### src/sv/rtpsm_pkg.sv
`timescale 1ns / 1ps
// ----------------------------------------------------------------------------
// rtpsm_pkg
// Shared constants, widths, event codes and controller/datapath bundles for
// the RTP receive statistics monitor.
// ----------------------------------------------------------------------------
package rtpsm_pkg;

   // fixed point and smoothing
   localparam int FRAC_BITS    = 8;
   localparam int JITTER_SHIFT = 4;

   // field widths
   localparam int SEQ_W     = 16;
   localparam int SIZE_W    = 16;
   localparam int TIME_W    = 64;
   localparam int COUNT_W   = 32;
   localparam int TOTAL_W   = 48;
   localparam int TRANSIT_W = 32;
   localparam int MEAN_W    = 40;
   localparam int JIT_W     = 41;
   localparam int EVENT_W   = 2;

   // internal arithmetic widths
   localparam int SCL_W  = TRANSIT_W + FRAC_BITS;
   localparam int CALC_W = ((SCL_W > MEAN_W) ? SCL_W : MEAN_W) + 2;
   localparam int SUM_W  = CALC_W + 1;
   localparam int JC_W   = ((SCL_W > JIT_W) ? SCL_W : JIT_W) + 2;
   localparam int DIV_W  = COUNT_W + 1;
   localparam int CNT_W  = $clog2(CALC_W + 1);

   // stream payload widths
   localparam int REQ_DATA_W    = 3 * 16 + 2 * TIME_W;
   localparam int RSP_FIELDS_W  = 4 * COUNT_W + 3 * TOTAL_W + 2 * TRANSIT_W
                                  + MEAN_W + JIT_W;
   localparam int RSP_DATA_W    = ((RSP_FIELDS_W + 7) / 8) * 8;

   // sequence events
   localparam logic [EVENT_W-1:0] SEQ_FIRST    = 2'd0;
   localparam logic [EVENT_W-1:0] SEQ_IN_ORDER = 2'd1;
   localparam logic [EVENT_W-1:0] SEQ_GAP      = 2'd2;
   localparam logic [EVENT_W-1:0] SEQ_REORDER  = 2'd3;

   typedef struct packed {
      logic load;
      logic calc;
      logic timing;
      logic jitter;
      logic div_start;
      logic mean;
      logic publish;
   } rtpsm_cmd_type;

   typedef struct packed {
      logic timed;
      logic first;
      logic div_done;
   } rtpsm_sts_type;

   // clamp a wide signed value into the signed mean range
   function automatic logic signed [MEAN_W-1:0] sat_mean(input logic signed [SUM_W-1:0] v);
      logic all_ones;
      logic all_zeros;
      all_ones  = &v[SUM_W-1:MEAN_W-1];
      all_zeros = ~(|v[SUM_W-1:MEAN_W-1]);
      if (all_ones || all_zeros) begin
         sat_mean = v[MEAN_W-1:0];
      end else if (v[SUM_W-1]) begin
         sat_mean = {1'b1, {(MEAN_W-1){1'b0}}};
      end else begin
         sat_mean = {1'b0, {(MEAN_W-1){1'b1}}};
      end
   endfunction

endpackage

### src/sv/rtpsm_div.sv
`timescale 1ns / 1ps
// ----------------------------------------------------------------------------
// rtpsm_div
// Restoring unsigned divider, one quotient bit per cycle, used for the
// running mean update.
// ----------------------------------------------------------------------------
module rtpsm_div (
   input  logic                             clock,
   input  logic                             reset,
   input  logic                             start,
   input  logic [rtpsm_pkg::CALC_W-1:0]     dividend,
   input  logic [rtpsm_pkg::DIV_W-1:0]      divisor,
   output logic                             done,
   output logic [rtpsm_pkg::CALC_W-1:0]     quotient
);

   logic                             busy_ff, busy_in;
   logic                             done_ff, done_in;
   logic [rtpsm_pkg::CNT_W-1:0]      cnt_ff, cnt_in;
   logic [rtpsm_pkg::DIV_W-1:0]      rem_ff, rem_in;
   logic [rtpsm_pkg::DIV_W-1:0]      dvs_ff, dvs_in;
   logic [rtpsm_pkg::CALC_W-1:0]     quo_ff, quo_in;
   logic [rtpsm_pkg::DIV_W:0]        shifted;
   logic [rtpsm_pkg::DIV_W+1:0]      trial;

   always_comb begin
      shifted = {rem_ff, quo_ff[rtpsm_pkg::CALC_W-1]};
      trial   = {1'b0, shifted} - {2'b00, dvs_ff};
      busy_in = busy_ff;
      done_in = 1'b0;
      cnt_in  = cnt_ff;
      rem_in  = rem_ff;
      dvs_in  = dvs_ff;
      quo_in  = quo_ff;
      if (start) begin
         busy_in = 1'b1;
         cnt_in  = rtpsm_pkg::CNT_W'(rtpsm_pkg::CALC_W);
         rem_in  = '0;
         dvs_in  = divisor;
         quo_in  = dividend;
      end else if (busy_ff) begin
         // subtract only when no borrow comes out
         if (!trial[rtpsm_pkg::DIV_W+1]) begin
            rem_in = trial[rtpsm_pkg::DIV_W-1:0];
            quo_in = {quo_ff[rtpsm_pkg::CALC_W-2:0], 1'b1};
         end else begin
            rem_in = shifted[rtpsm_pkg::DIV_W-1:0];
            quo_in = {quo_ff[rtpsm_pkg::CALC_W-2:0], 1'b0};
         end
         cnt_in = cnt_ff - rtpsm_pkg::CNT_W'(1);
         if (cnt_ff == rtpsm_pkg::CNT_W'(1)) begin
            busy_in = 1'b0;
            done_in = 1'b1;
         end
      end
   end

   always_ff @(posedge clock) begin
      if (reset) begin
         busy_ff <= 1'b0;
         done_ff <= 1'b0;
         cnt_ff  <= '0;
      end else begin
         busy_ff <= busy_in;
         done_ff <= done_in;
         cnt_ff  <= cnt_in;
      end
      rem_ff <= rem_in;
      dvs_ff <= dvs_in;
      quo_ff <= quo_in;
   end

   assign done     = done_ff;
   assign quotient = quo_ff;

endmodule

### src/sv/rtpsm_dp.sv
`timescale 1ns / 1ps
// ----------------------------------------------------------------------------
// rtpsm_dp
// Statistics datapath: packet capture, totals, sequence check, transit,
// min/max, jitter, running mean and the result register.
// ----------------------------------------------------------------------------
module rtpsm_dp (
   input  logic                                 clock,
   input  logic                                 reset,
   input  rtpsm_pkg::rtpsm_cmd_type             cmd,
   output rtpsm_pkg::rtpsm_sts_type             sts,
   input  logic [rtpsm_pkg::SEQ_W-1:0]          sequence_number,
   input  logic [rtpsm_pkg::SIZE_W-1:0]         packet_bytes,
   input  logic [rtpsm_pkg::SIZE_W-1:0]         payload_bytes,
   input  logic                                 has_send_time,
   input  logic [rtpsm_pkg::TIME_W-1:0]         send_time_us,
   input  logic [rtpsm_pkg::TIME_W-1:0]         now_us,
   output logic [rtpsm_pkg::RSP_DATA_W-1:0]     rsp_data,
   output logic [rtpsm_pkg::EVENT_W-1:0]        rsp_event
);

   localparam int TW = rtpsm_pkg::TRANSIT_W;

   // captured packet
   logic [rtpsm_pkg::SEQ_W-1:0]        seq_ff;
   logic [rtpsm_pkg::SIZE_W-1:0]       pbytes_ff;
   logic [rtpsm_pkg::SIZE_W-1:0]       plbytes_ff;
   logic                               timed_ff;
   logic [rtpsm_pkg::TIME_W-1:0]       send_ff;
   logic [rtpsm_pkg::TIME_W-1:0]       now_ff;

   // statistics
   logic [rtpsm_pkg::COUNT_W-1:0]      packets_ff, packets_in;
   logic [rtpsm_pkg::TOTAL_W-1:0]      bytes_ff, bytes_in;
   logic [rtpsm_pkg::TOTAL_W-1:0]      payload_ff, payload_in;
   logic [rtpsm_pkg::COUNT_W-1:0]      tcount_ff, tcount_in;
   logic signed [TW-1:0]               min_ff, min_in;
   logic signed [TW-1:0]               max_ff, max_in;
   logic signed [rtpsm_pkg::MEAN_W-1:0] mean_ff, mean_in;
   logic [rtpsm_pkg::JIT_W-1:0]        jit_ff, jit_in;
   logic                               have_prev_ff, have_prev_in;
   logic signed [TW-1:0]               prev_ff, prev_in;
   logic                               have_exp_ff, have_exp_in;
   logic [rtpsm_pkg::SEQ_W-1:0]        exp_ff, exp_in;
   logic [rtpsm_pkg::COUNT_W-1:0]      gaps_ff, gaps_in;
   logic [rtpsm_pkg::TOTAL_W-1:0]      lost_ff, lost_in;
   logic [rtpsm_pkg::COUNT_W-1:0]      reorder_ff, reorder_in;

   // work registers
   logic [rtpsm_pkg::EVENT_W-1:0]      event_ff, event_in;
   logic signed [TW-1:0]               transit_ff, transit_in;
   logic                               first_ff, first_in;
   logic                               jit_en_ff, jit_en_in;
   logic [TW-1:0]                      absd_ff, absd_in;
   logic signed [rtpsm_pkg::CALC_W-1:0] diff_ff, diff_in;

   // result register
   logic [rtpsm_pkg::RSP_DATA_W-1:0]   rsp_data_ff, rsp_data_in;
   logic [rtpsm_pkg::EVENT_W-1:0]      rsp_event_ff, rsp_event_in;

   // combinational helpers
   logic signed [rtpsm_pkg::TIME_W:0]  tdiff;
   logic [rtpsm_pkg::SEQ_W-1:0]        seq_delta;
   logic signed [rtpsm_pkg::SCL_W-1:0] scaled;
   logic signed [TW:0]                 pdiff;
   logic [rtpsm_pkg::JC_W-1:0]         jabs;
   logic signed [rtpsm_pkg::JC_W-1:0]  jstep;
   logic signed [rtpsm_pkg::JC_W-1:0]  jnew;
   logic [rtpsm_pkg::CALC_W-1:0]       dividend;
   logic [rtpsm_pkg::DIV_W-1:0]        divisor;
   logic                               div_done;
   logic [rtpsm_pkg::CALC_W-1:0]       quotient;
   logic signed [rtpsm_pkg::SUM_W-1:0] mean_sum;

   rtpsm_div u_div (
      .clock    (clock),
      .reset    (reset),
      .start    (cmd.div_start),
      .dividend (dividend),
      .divisor  (divisor),
      .done     (div_done),
      .quotient (quotient)
   );

   always_comb begin
      tdiff     = $signed({1'b0, now_ff}) - $signed({1'b0, send_ff});
      seq_delta = seq_ff - exp_ff;
      scaled    = rtpsm_pkg::SCL_W'(transit_ff) <<< rtpsm_pkg::FRAC_BITS;
      pdiff     = (TW + 1)'(transit_ff) - (TW + 1)'(prev_ff);
      jabs      = rtpsm_pkg::JC_W'(absd_ff) << rtpsm_pkg::FRAC_BITS;
      jstep     = $signed(jabs) - $signed(rtpsm_pkg::JC_W'(jit_ff));
      jnew      = $signed(rtpsm_pkg::JC_W'(jit_ff)) + (jstep >>> rtpsm_pkg::JITTER_SHIFT);
      dividend  = diff_ff[rtpsm_pkg::CALC_W-1] ? rtpsm_pkg::CALC_W'(-diff_ff)
                                               : rtpsm_pkg::CALC_W'(diff_ff);
      // a wrapped timing count divides by 2^32
      divisor   = {(tcount_ff == '0), tcount_ff};
      if (diff_ff[rtpsm_pkg::CALC_W-1]) begin
         mean_sum = rtpsm_pkg::SUM_W'(mean_ff) - $signed(rtpsm_pkg::SUM_W'(quotient));
      end else begin
         mean_sum = rtpsm_pkg::SUM_W'(mean_ff) + $signed(rtpsm_pkg::SUM_W'(quotient));
      end
   end

   always_comb begin
      packets_in   = packets_ff;
      bytes_in     = bytes_ff;
      payload_in   = payload_ff;
      tcount_in    = tcount_ff;
      min_in       = min_ff;
      max_in       = max_ff;
      mean_in      = mean_ff;
      jit_in       = jit_ff;
      have_prev_in = have_prev_ff;
      prev_in      = prev_ff;
      have_exp_in  = have_exp_ff;
      exp_in       = exp_ff;
      gaps_in      = gaps_ff;
      lost_in      = lost_ff;
      reorder_in   = reorder_ff;
      event_in     = event_ff;
      transit_in   = transit_ff;
      first_in     = first_ff;
      jit_en_in    = jit_en_ff;
      absd_in      = absd_ff;
      diff_in      = diff_ff;
      rsp_data_in  = rsp_data_ff;
      rsp_event_in = rsp_event_ff;

      if (cmd.calc) begin
         packets_in = packets_ff + rtpsm_pkg::COUNT_W'(1);
         bytes_in   = bytes_ff + rtpsm_pkg::TOTAL_W'(pbytes_ff);
         payload_in = payload_ff + rtpsm_pkg::TOTAL_W'(plbytes_ff);
         // saturate the exact difference to signed 32 bits
         if ((&tdiff[rtpsm_pkg::TIME_W:TW-1]) || ~(|tdiff[rtpsm_pkg::TIME_W:TW-1])) begin
            transit_in = tdiff[TW-1:0];
         end else if (tdiff[rtpsm_pkg::TIME_W]) begin
            transit_in = {1'b1, {(TW-1){1'b0}}};
         end else begin
            transit_in = {1'b0, {(TW-1){1'b1}}};
         end
         if (!have_exp_ff) begin
            have_exp_in = 1'b1;
            exp_in      = seq_ff + rtpsm_pkg::SEQ_W'(1);
            event_in    = rtpsm_pkg::SEQ_FIRST;
         end else if (seq_delta == '0) begin
            exp_in   = seq_ff + rtpsm_pkg::SEQ_W'(1);
            event_in = rtpsm_pkg::SEQ_IN_ORDER;
         end else if (!seq_delta[rtpsm_pkg::SEQ_W-1]) begin
            gaps_in  = gaps_ff + rtpsm_pkg::COUNT_W'(1);
            lost_in  = lost_ff + rtpsm_pkg::TOTAL_W'(seq_delta);
            exp_in   = seq_ff + rtpsm_pkg::SEQ_W'(1);
            event_in = rtpsm_pkg::SEQ_GAP;
         end else begin
            // half-range jump lands here too
            reorder_in = reorder_ff + rtpsm_pkg::COUNT_W'(1);
            event_in   = rtpsm_pkg::SEQ_REORDER;
         end
      end

      if (cmd.timing) begin
         tcount_in = tcount_ff + rtpsm_pkg::COUNT_W'(1);
         first_in  = (tcount_ff == '0);
         if (tcount_ff == '0) begin
            min_in  = transit_ff;
            max_in  = transit_ff;
            mean_in = rtpsm_pkg::sat_mean(rtpsm_pkg::SUM_W'(scaled));
         end else begin
            if (transit_ff < min_ff) begin
               min_in = transit_ff;
            end
            if (transit_ff > max_ff) begin
               max_in = transit_ff;
            end
         end
         diff_in      = rtpsm_pkg::CALC_W'(scaled) - rtpsm_pkg::CALC_W'(mean_ff);
         absd_in      = pdiff[TW] ? TW'(-pdiff) : pdiff[TW-1:0];
         jit_en_in    = have_prev_ff;
         prev_in      = transit_ff;
         have_prev_in = 1'b1;
      end

      if (cmd.jitter && jit_en_ff) begin
         if (jnew[rtpsm_pkg::JC_W-1]) begin
            jit_in = '0;
         end else if (|jnew[rtpsm_pkg::JC_W-2:rtpsm_pkg::JIT_W]) begin
            jit_in = '1;
         end else begin
            jit_in = jnew[rtpsm_pkg::JIT_W-1:0];
         end
      end

      if (cmd.mean) begin
         mean_in = rtpsm_pkg::sat_mean(mean_sum);
      end

      if (cmd.publish) begin
         rsp_data_in  = rtpsm_pkg::RSP_DATA_W'({reorder_ff, lost_ff, gaps_ff, jit_ff,
                                                 mean_ff, max_ff, min_ff, tcount_ff,
                                                 payload_ff, bytes_ff, packets_ff});
         rsp_event_in = event_ff;
      end
   end

   always_ff @(posedge clock) begin
      if (reset) begin
         packets_ff   <= '0;
         bytes_ff     <= '0;
         payload_ff   <= '0;
         tcount_ff    <= '0;
         min_ff       <= '0;
         max_ff       <= '0;
         mean_ff      <= '0;
         jit_ff       <= '0;
         have_prev_ff <= 1'b0;
         prev_ff      <= '0;
         have_exp_ff  <= 1'b0;
         exp_ff       <= '0;
         gaps_ff      <= '0;
         lost_ff      <= '0;
         reorder_ff   <= '0;
         first_ff     <= 1'b0;
         jit_en_ff    <= 1'b0;
      end else begin
         packets_ff   <= packets_in;
         bytes_ff     <= bytes_in;
         payload_ff   <= payload_in;
         tcount_ff    <= tcount_in;
         min_ff       <= min_in;
         max_ff       <= max_in;
         mean_ff      <= mean_in;
         jit_ff       <= jit_in;
         have_prev_ff <= have_prev_in;
         prev_ff      <= prev_in;
         have_exp_ff  <= have_exp_in;
         exp_ff       <= exp_in;
         gaps_ff      <= gaps_in;
         lost_ff      <= lost_in;
         reorder_ff   <= reorder_in;
         first_ff     <= first_in;
         jit_en_ff    <= jit_en_in;
      end
      if (cmd.load) begin
         seq_ff     <= sequence_number;
         pbytes_ff  <= packet_bytes;
         plbytes_ff <= payload_bytes;
         timed_ff   <= has_send_time;
         send_ff    <= send_time_us;
         now_ff     <= now_us;
      end
      event_ff     <= event_in;
      transit_ff   <= transit_in;
      absd_ff      <= absd_in;
      diff_ff      <= diff_in;
      rsp_data_ff  <= rsp_data_in;
      rsp_event_ff <= rsp_event_in;
   end

   assign sts.timed    = timed_ff;
   assign sts.first    = first_ff;
   assign sts.div_done = div_done;
   assign rsp_data     = rsp_data_ff;
   assign rsp_event    = rsp_event_ff;

endmodule

### src/sv/rtpsm_ctrl.sv
`timescale 1ns / 1ps
// ----------------------------------------------------------------------------
// rtpsm_ctrl
// Sequencer for one packet update and the result stream handshake.
// ----------------------------------------------------------------------------
module rtpsm_ctrl (
   input  logic                      clock,
   input  logic                      reset,
   input  logic                      req_tvalid,
   output logic                      req_tready,
   output logic                      rsp_tvalid,
   input  logic                      rsp_tready,
   output rtpsm_pkg::rtpsm_cmd_type  cmd,
   input  rtpsm_pkg::rtpsm_sts_type  sts
);

   localparam logic [2:0] ST_IDLE = 3'd0;
   localparam logic [2:0] ST_CALC = 3'd1;
   localparam logic [2:0] ST_TIME = 3'd2;
   localparam logic [2:0] ST_JIT  = 3'd3;
   localparam logic [2:0] ST_DIV  = 3'd4;
   localparam logic [2:0] ST_MEAN = 3'd5;
   localparam logic [2:0] ST_DONE = 3'd6;

   logic [2:0] state_ff, state_in;
   logic       valid_ff, valid_in;

   always_comb begin
      state_in = state_ff;
      valid_in = valid_ff;
      cmd      = '0;
      if (valid_ff && rsp_tready) begin
         valid_in = 1'b0;
      end
      unique case (state_ff)
         ST_IDLE: begin
            if (req_tvalid) begin
               cmd.load = 1'b1;
               state_in = ST_CALC;
            end
         end
         ST_CALC: begin
            cmd.calc = 1'b1;
            state_in = sts.timed ? ST_TIME : ST_DONE;
         end
         ST_TIME: begin
            cmd.timing = 1'b1;
            state_in   = ST_JIT;
         end
         ST_JIT: begin
            cmd.jitter = 1'b1;
            if (sts.first) begin
               state_in = ST_DONE;
            end else begin
               cmd.div_start = 1'b1;
               state_in      = ST_DIV;
            end
         end
         ST_DIV: begin
            if (sts.div_done) begin
               state_in = ST_MEAN;
            end
         end
         ST_MEAN: begin
            cmd.mean = 1'b1;
            state_in = ST_DONE;
         end
         ST_DONE: begin
            // hold until the result register is free
            if (!valid_ff || rsp_tready) begin
               cmd.publish = 1'b1;
               valid_in    = 1'b1;
               state_in    = ST_IDLE;
            end
         end
         default: begin
            state_in = ST_IDLE;
         end
      endcase
   end

   always_ff @(posedge clock) begin
      if (reset) begin
         state_ff <= ST_IDLE;
         valid_ff <= 1'b0;
      end else begin
         state_ff <= state_in;
         valid_ff <= valid_in;
      end
   end

   assign req_tready = (state_ff == ST_IDLE);
   assign rsp_tvalid = valid_ff;

endmodule

### src/sv/rtp_receive_stats_monitor.sv
`timescale 1ns / 1ps
// Sequence: a packet without send time is loaded, calculated and published;
//   the first timed packet adds the timing and jitter steps; later timed
//   packets also run the restoring mean divider (one quotient bit per cycle,
//   42 steps) and the mean update. Publishing waits while the output
//   register still holds an unaccepted result.
// Packets are taken one at a time, in the idle state only; the next packet is
//   taken while the previous result waits in the output register.
// Reset: synchronous, clears every statistic and the sequence tracking.
// ----------------------------------------------------------------------------
// rtp_receive_stats_monitor
// Running receive statistics per RTP packet: totals, transit min/max/mean,
// smoothed jitter and sequence gap, loss and reorder counts.
// ----------------------------------------------------------------------------
module rtp_receive_stats_monitor (
   input  logic                                 clock,
   input  logic                                 reset,
   input  logic                                 req_tvalid,
   output logic                                 req_tready,
   // sequence_number, packet_bytes, payload_bytes, send_time_us, now_us
   input  logic [rtpsm_pkg::REQ_DATA_W-1:0]     req_tdata,
   // has_send_time
   input  logic                                 req_tuser,
   output logic                                 rsp_tvalid,
   input  logic                                 rsp_tready,
   // packets_total, bytes_total, payload_total, timed_packets, min_latency,
   // max_latency, mean_latency, jitter_estimate, gap_count, lost_estimate,
   // reorder_count, zero fill
   output logic [rtpsm_pkg::RSP_DATA_W-1:0]     rsp_tdata,
   // seq_event
   output logic [rtpsm_pkg::EVENT_W-1:0]        rsp_tuser
);

   rtpsm_pkg::rtpsm_cmd_type cmd;
   rtpsm_pkg::rtpsm_sts_type sts;

   rtpsm_ctrl u_ctrl (
      .clock      (clock),
      .reset      (reset),
      .req_tvalid (req_tvalid),
      .req_tready (req_tready),
      .rsp_tvalid (rsp_tvalid),
      .rsp_tready (rsp_tready),
      .cmd        (cmd),
      .sts        (sts)
   );

   rtpsm_dp u_dp (
      .clock           (clock),
      .reset           (reset),
      .cmd             (cmd),
      .sts             (sts),
      .sequence_number (req_tdata[15:0]),
      .packet_bytes    (req_tdata[31:16]),
      .payload_bytes   (req_tdata[47:32]),
      .has_send_time   (req_tuser),
      .send_time_us    (req_tdata[111:48]),
      .now_us          (req_tdata[175:112]),
      .rsp_data        (rsp_tdata),
      .rsp_event       (rsp_tuser)
   );

endmodule
### config.mk
export PLATFORM = sky130hd
export DESIGN_NAME = rtp_receive_stats_monitor
export DESIGN_NICKNAME = d
export VERILOG_FILES = /design/src/sv/rtpsm_pkg.sv /design/src/sv/rtpsm_div.sv /design/src/sv/rtpsm_dp.sv /design/src/sv/rtpsm_ctrl.sv /design/src/sv/rtp_receive_stats_monitor.sv
export SDC_FILE = /design/constraint.sdc
export NUM_CORES = 2
export LEC_CHECK = 0
export ABC_AREA = 1
export ABC_CLOCK_PERIOD_IN_PS = 117300
export BUFFER_PORTS_ARGS = -buffer_cell sky130_fd_sc_hd__buf_2
export CAP_MARGIN = 5
export CORE_MARGIN = 2
export CORE_UTILIZATION = 23
export DETAILED_ROUTE_END_ITERATION = 6
export GPL_TIMING_DRIVEN = 0
export HOLD_SLACK_MARGIN = 0.15
export RECOVER_POWER = 50
export SYNTH_ARGS = -nofsm -noshare
export SYNTH_HDL_FRONTEND = slang
export SYNTH_SLANG_ARGS = --single-unit
### constraint.sdc
create_clock -name clock -period 117.3 [get_ports clock]
set_input_delay 17.595 -clock clock [delete_from_list [all_inputs] [get_ports clock]]
set_output_delay 17.595 -clock clock [all_outputs]
set_load 0.02 [all_outputs]
======== After elaboration in Yosys (flattened, before gate mapping) ========
Cells that the tools add are included.
word-level totals
  input bits .............................. 181
  output and inout bits ................... 428
  register bits after elaboration ......... 1293
  logic and storage cells ................. 155
cells by class
  bitwise logic cells ..................... 6
  magnitude comparators ................... 2
  muxes and demuxes ....................... 49
  equality and inequality tests ........... 11
  add/sub/neg operators ................... 20
  reductions and logical operators ........ 28
operators by type and width
  cell                                                             count
  32-bit two-way mux                                               7
  40-bit two-way mux                                               5
  48-bit by 16-bit adder with 48-bit output                        3
  32-bit by 1-bit adder with 32-bit output, second input constant  4
  42-bit two-way mux                                               3
  41-bit two-way mux                                               2
  64-bit by 64-bit subtractor with 65-bit output                   1
  16-bit two-way mux                                               3
  40-bit by 43-bit adder with 43-bit output                        1
  42-bit by 38-bit adder with 43-bit output                        1
  43-bit two-way mux                                               1
  40-bit by 43-bit subtractor with 43-bit output                   1
  42-bit negation                                                  1
  40-bit by 41-bit subtractor with 42-bit output                   1
  40-bit by 40-bit subtractor with 41-bit output                   1
  34-bit by 33-bit subtractor with 35-bit output                   1
  34-bit AND reduction                                             1
  34-bit OR reduction                                              1
  33-bit two-way mux                                               1
  32-bit by 32-bit subtractor with 33-bit output                   1
  32-bit greater-than comparator                                   1
  32-bit logical NOT                                               1
  32-bit less-than comparator                                      1
  32-bit negation                                                  1
  28 further kinds                                                 72

======== Depth between registers and ports, before layout ========
  depth after elaboration ................. 7
  depth in mapped cells ................... 33
  mapped depth without buffers ............ 33

======== By module ========
Synthesis repeated with hierarchy kept, for this count alone.
second synthesis, totals
  cell total of the unflattened synthesis .. 10206
  area total of the unflattened synthesis .. 78017.3 um^2
modules (own cells, without submodules)
  module      cells an instance  sequential area each (um^2)  instances  area each (um^2)
  rtpsm_dp    9097               30499.3                      1          70198.6
  rtpsm_div   1064               3072.9                       1          7546.0
  rtpsm_ctrl  45                 80.1                         1          272.8

======== Worst setup path before layout ========
OpenSTA, ideal clock, no wires.
  kind .................................... input -> register
  from .................................... input rsp_tready
  to ...................................... register u_dp.rsp_data_ff (netlist bit u_dp.rsp_data[0]) (enable)
  stages .................................. 2
  setup time .............................. 2228 ps
  path slack .............................. 58217 ps
  buffers on the path ..................... 0
  data required time ...................... 115072 ps
  data arrival time ....................... 56855 ps
  cells stage by stage .................... nor2_1 > nor4_1
RTL lines
  item                  line                             text
  from (decl)           rtp_receive_stats_monitor.sv:25  input logic rsp_tready,
  to (signal assigned)  rtpsm_dp.sv:254                  rsp_data_ff <= rsp_data_in;
  to (decl)             rtpsm_dp.sv:58                   logic [rtpsm_pkg::RSP_DATA_W-1:0] rsp_data_ff, rsp_data_in;

==> flow_summary.json <==
{
  "run_status": "finished with violations",
  "violations": "DRC, capacitance limit, slew limit",
  "clk_path_buf_depth": 4,
  "maxCapViolCount": 10,
  "place_congestion": 0.966,
  "whs_path_depth": 0,
  "wl_um": 298000,
  "fin_worst_skew_ps": 111,
  "cts_tree": "yes",
  "synth_top_cell_area_share_pct": 30.7,
  "regToRegEndpoint": "u_dp.now_ff[26]",
  "drtIter0Drc": 5901,
  "port_buffers": 600,
  "holdCritStartpoint": "u_dp.event_ff[0]",
  "routed_via_density": 4.56,
  "grt_usage_pct": 17.1,
  "path_class": "primary input to flop",
  "cts-root-buf": "clkbuf_16",
  "start_util_pct": 23.1,
  "synth_ff_type": "edfxtp_1",
  "dr_total_vias": 68600,
  "ir_worst_vdd_mv": 0.0152,
  "layout_min_cycle_time_ps": 23110,
  "crit_fanout": 37,
  "finalMaxSlewViolations": 331,
  "yosysSeqAreaShare_pct": 44.3,
  "synth-async-reset-ratio_pct": 0,
  "end_kind": "flop",
  "p_per_area_nw_per_um2": 22.1,
  "io_pins": 609,
  "worstReg2RegStart": "u_ctrl.state_ff[1]",
  "reg2reg_depth": 10,
  "hold_ws_ps": 376,
  "grt_pass1_vias": 64300,
  "postCtsHoldBufs": 0,
  "synth_edf_count": 778,
  "nNetsFinal": 11100,
  "first_pass_iters": 7,
  "die_area_um2": 335000,
  "rsz0062_at_grt": "false",
  "setup_violations": 0,
  "worstMarginPinSlew_ps": 3760,
  "timing.final.crit_share_pct": 19.7,
  "final_cell_area_um2": 90200,
  "fmax_mhz": 43.3,
  "htree_levels": 4,
  "synth.area.top_cells": "edfxtp_1 (31%), dfxtp_1 (14%), nand2_1 (12%), ha_1 (6.8%), inv_1 (6.8%)",
  "ys_seq_elements": 1292,
  "post_cts_buffers": 0,
  "syn_area_um2": 76000,
  "clkTransAtPathRegs_ps": 60,
  "min-delay-path-class": "flop to flop",
  "cts.sinks": 1292,
  "ys_types": 66,
  "die_h_um": 579,
  "ys_warn_count": 0,
  "cts_resized": 0,
  "grt_first_pass_wirelength_um": 426000,
  "areaGrowthSynthToFinish_pct": 18.7,
  "slew_headroom_pct": -151,
  "core-area_um2": 329000,
  "chipWidth_um": 579,
  "hold_viol_final": 0,
  "worstSetupStartpointType": "primary input",
  "drtAntennaViolNets": 0,
  "post_dp_cell_area_um2": 85200,
  "worstPathRequired_ps": 117830,
  "syn_avg_cell_area_um2": 7.84,
  "drive_gt1_share_pct": 9.22,
  "synth_area_leader_cell": "edfxtp_1",
  "antenna_found_initial": 30,
  "p_leak_nw": 37.6,
  "synthCells": 9692,
  "grt_max_degree": 66,
  "numCtsBuffers": 159,
  "setup_tns_ps": 0,
  "grt_overflow": 0,
  "reg2reg_slack_ps": 110270,
  "drc_errors": 5,
  "hold_path_end": "u_dp.rsp_event[0]",
  "critical_path_arrival_ps": 23650,
  "routedWlPerCell_um": 19.8,
  "rows": 211,
  "startpoint": "req_tvalid",
  "detailed_place_hpwl_um": 242000,
  "clk-insertion-delay-late_ps": 900
}
[kinds of logic after synthesis]
logic type | count (synthesis) | synth area share (%)
adder cells (fa/ha/maj) | 425 | 7.09
buffers and inverters | 1593 | 8.05
flip-flops | 1292 | 44.3
AO/OA/AOI/OAI | 1619 | 11.5
XOR/XNOR | 465 | 5.36
AND/OR/NAND/NOR | 4297 | 23.7
other | 1 | 0.00493
[per-stage QoR]
step                power (mW)  utilization [%]  setup slack (ps)  std cells
finish                    1.99             27.4             94190      15000
global route              2.13             27.4             93840      15000
CTS                       2.01             27.5             96820      15000
detailed placement        1.49             25.9             95910      14700
global placement          1.50             25.6             35200      14700
floorplan                 1.21                -             58220       9698
[cell usage after synthesis (all sizes together), types with 15 or more instances]
library cell	n
a21boi	16
a21o	30
a21oi	769
a31oi	49
buf	65
clkbuf	139
dfxtp	514
edfxtp	778
ha	416
inv	1386
nand2	2358
nand3	398
nand4	211
nor2	961
nor3	186
nor3b	17
nor4	81
o211ai	33
o21a	28
o21ai	586
o21bai	52
o31ai	15
or2	43
xnor2	134
xor2	331
[critical path: stages]
cell and delay, ps:
buf_2 90, inv_1 50, nor2_1 1130, clkbuf_1 1310
clkbuf_1 1350, clkbuf_1 1440, buf_12 300, buf_12 220
[power by group]
part	internal, mW	switching, mW	total, mW
sequential	0.567	0.0772	0.644
clock	0.292	0.214	0.507
combinational	0.264	0.580	0.844
total	1.12	0.872	1.99
[routing by layer]
layer  vias up  wire (um)  GRT usage (%)
met5         -         13              0
met4         2      16800           8.62
met3       477      18600           2.61
met2      2218     132000           27.3
met1     32000     131000           22.4
li1      33900          -              -
[flip-flops by register name, indices dropped and copies added (netlist names), 33 cells and up]
register / cells
u_dp.u_div.rem_ff: 33
u_dp.rsp_data: 417
u_dp.now_ff: 64
u_dp.mean_ff: 40
u_dp.u_div.quotient: 42
u_dp.payload_ff: 48
u_dp.lost_ff: 48
u_dp.u_div.dvs_ff: 33
u_dp.send_ff: 64
u_dp.diff_ff: 41
u_dp.jit_ff: 41
u_dp.bytes_ff: 48
[worst max-delay path by stage]
stage,endpoint,slack (ps),cells after the start
floorplan,u_dp.rsp_data[0],58220,2
global placement,u_dp.rsp_data[35],35200,3
detailed placement,u_dp.rsp_data[122],95910,16
CTS,u_dp.rsp_data[122],96820,16
global route,u_dp.now_ff[26],93840,8
finish,u_dp.send_ff[26],94190,8
[cell usage in the layout, fill, tap and decap left out, types with 15 or more instances in the layout]
cell	instances
nand3_1	394
o21ai_0	572
xor2_1	331
dfxtp_1	514
nand2_1	2349
nor3b_1	17
nor4_1	81
a21oi_1	769
o21bai_1	52
clkinvlp_4	17
diode_2	16
buf_2	575
inv_1	1376
nor2_1	947
o211ai_1	33
edfxtp_1	778
a21o_1	30
clkinv_1	18
a31oi_1	49
clkinv_2	20
nor3_1	186
o21a_1	28
a21boi_0	16
nand4_1	211
clkbuf_1	242
ha_1	416
xnor2_1	134
clkbuf_16	163
buf_4	65
o31ai_1	15
or2_2	42
[cell type report]
class,count,area [um^2]
Buffer,204,893
Tap cell,4366,5460
Clock inverter,92,1020
Multi-Input combinational cell,6813,36200
Timing Repair Buffer,672,3460
Fill cell,36000,239000
Antenna cell,16,40.0
Inverter,1389,5220
Clock buffer,201,4270
Sequential cell,1292,33700
(Power assumes the default switching activity.)
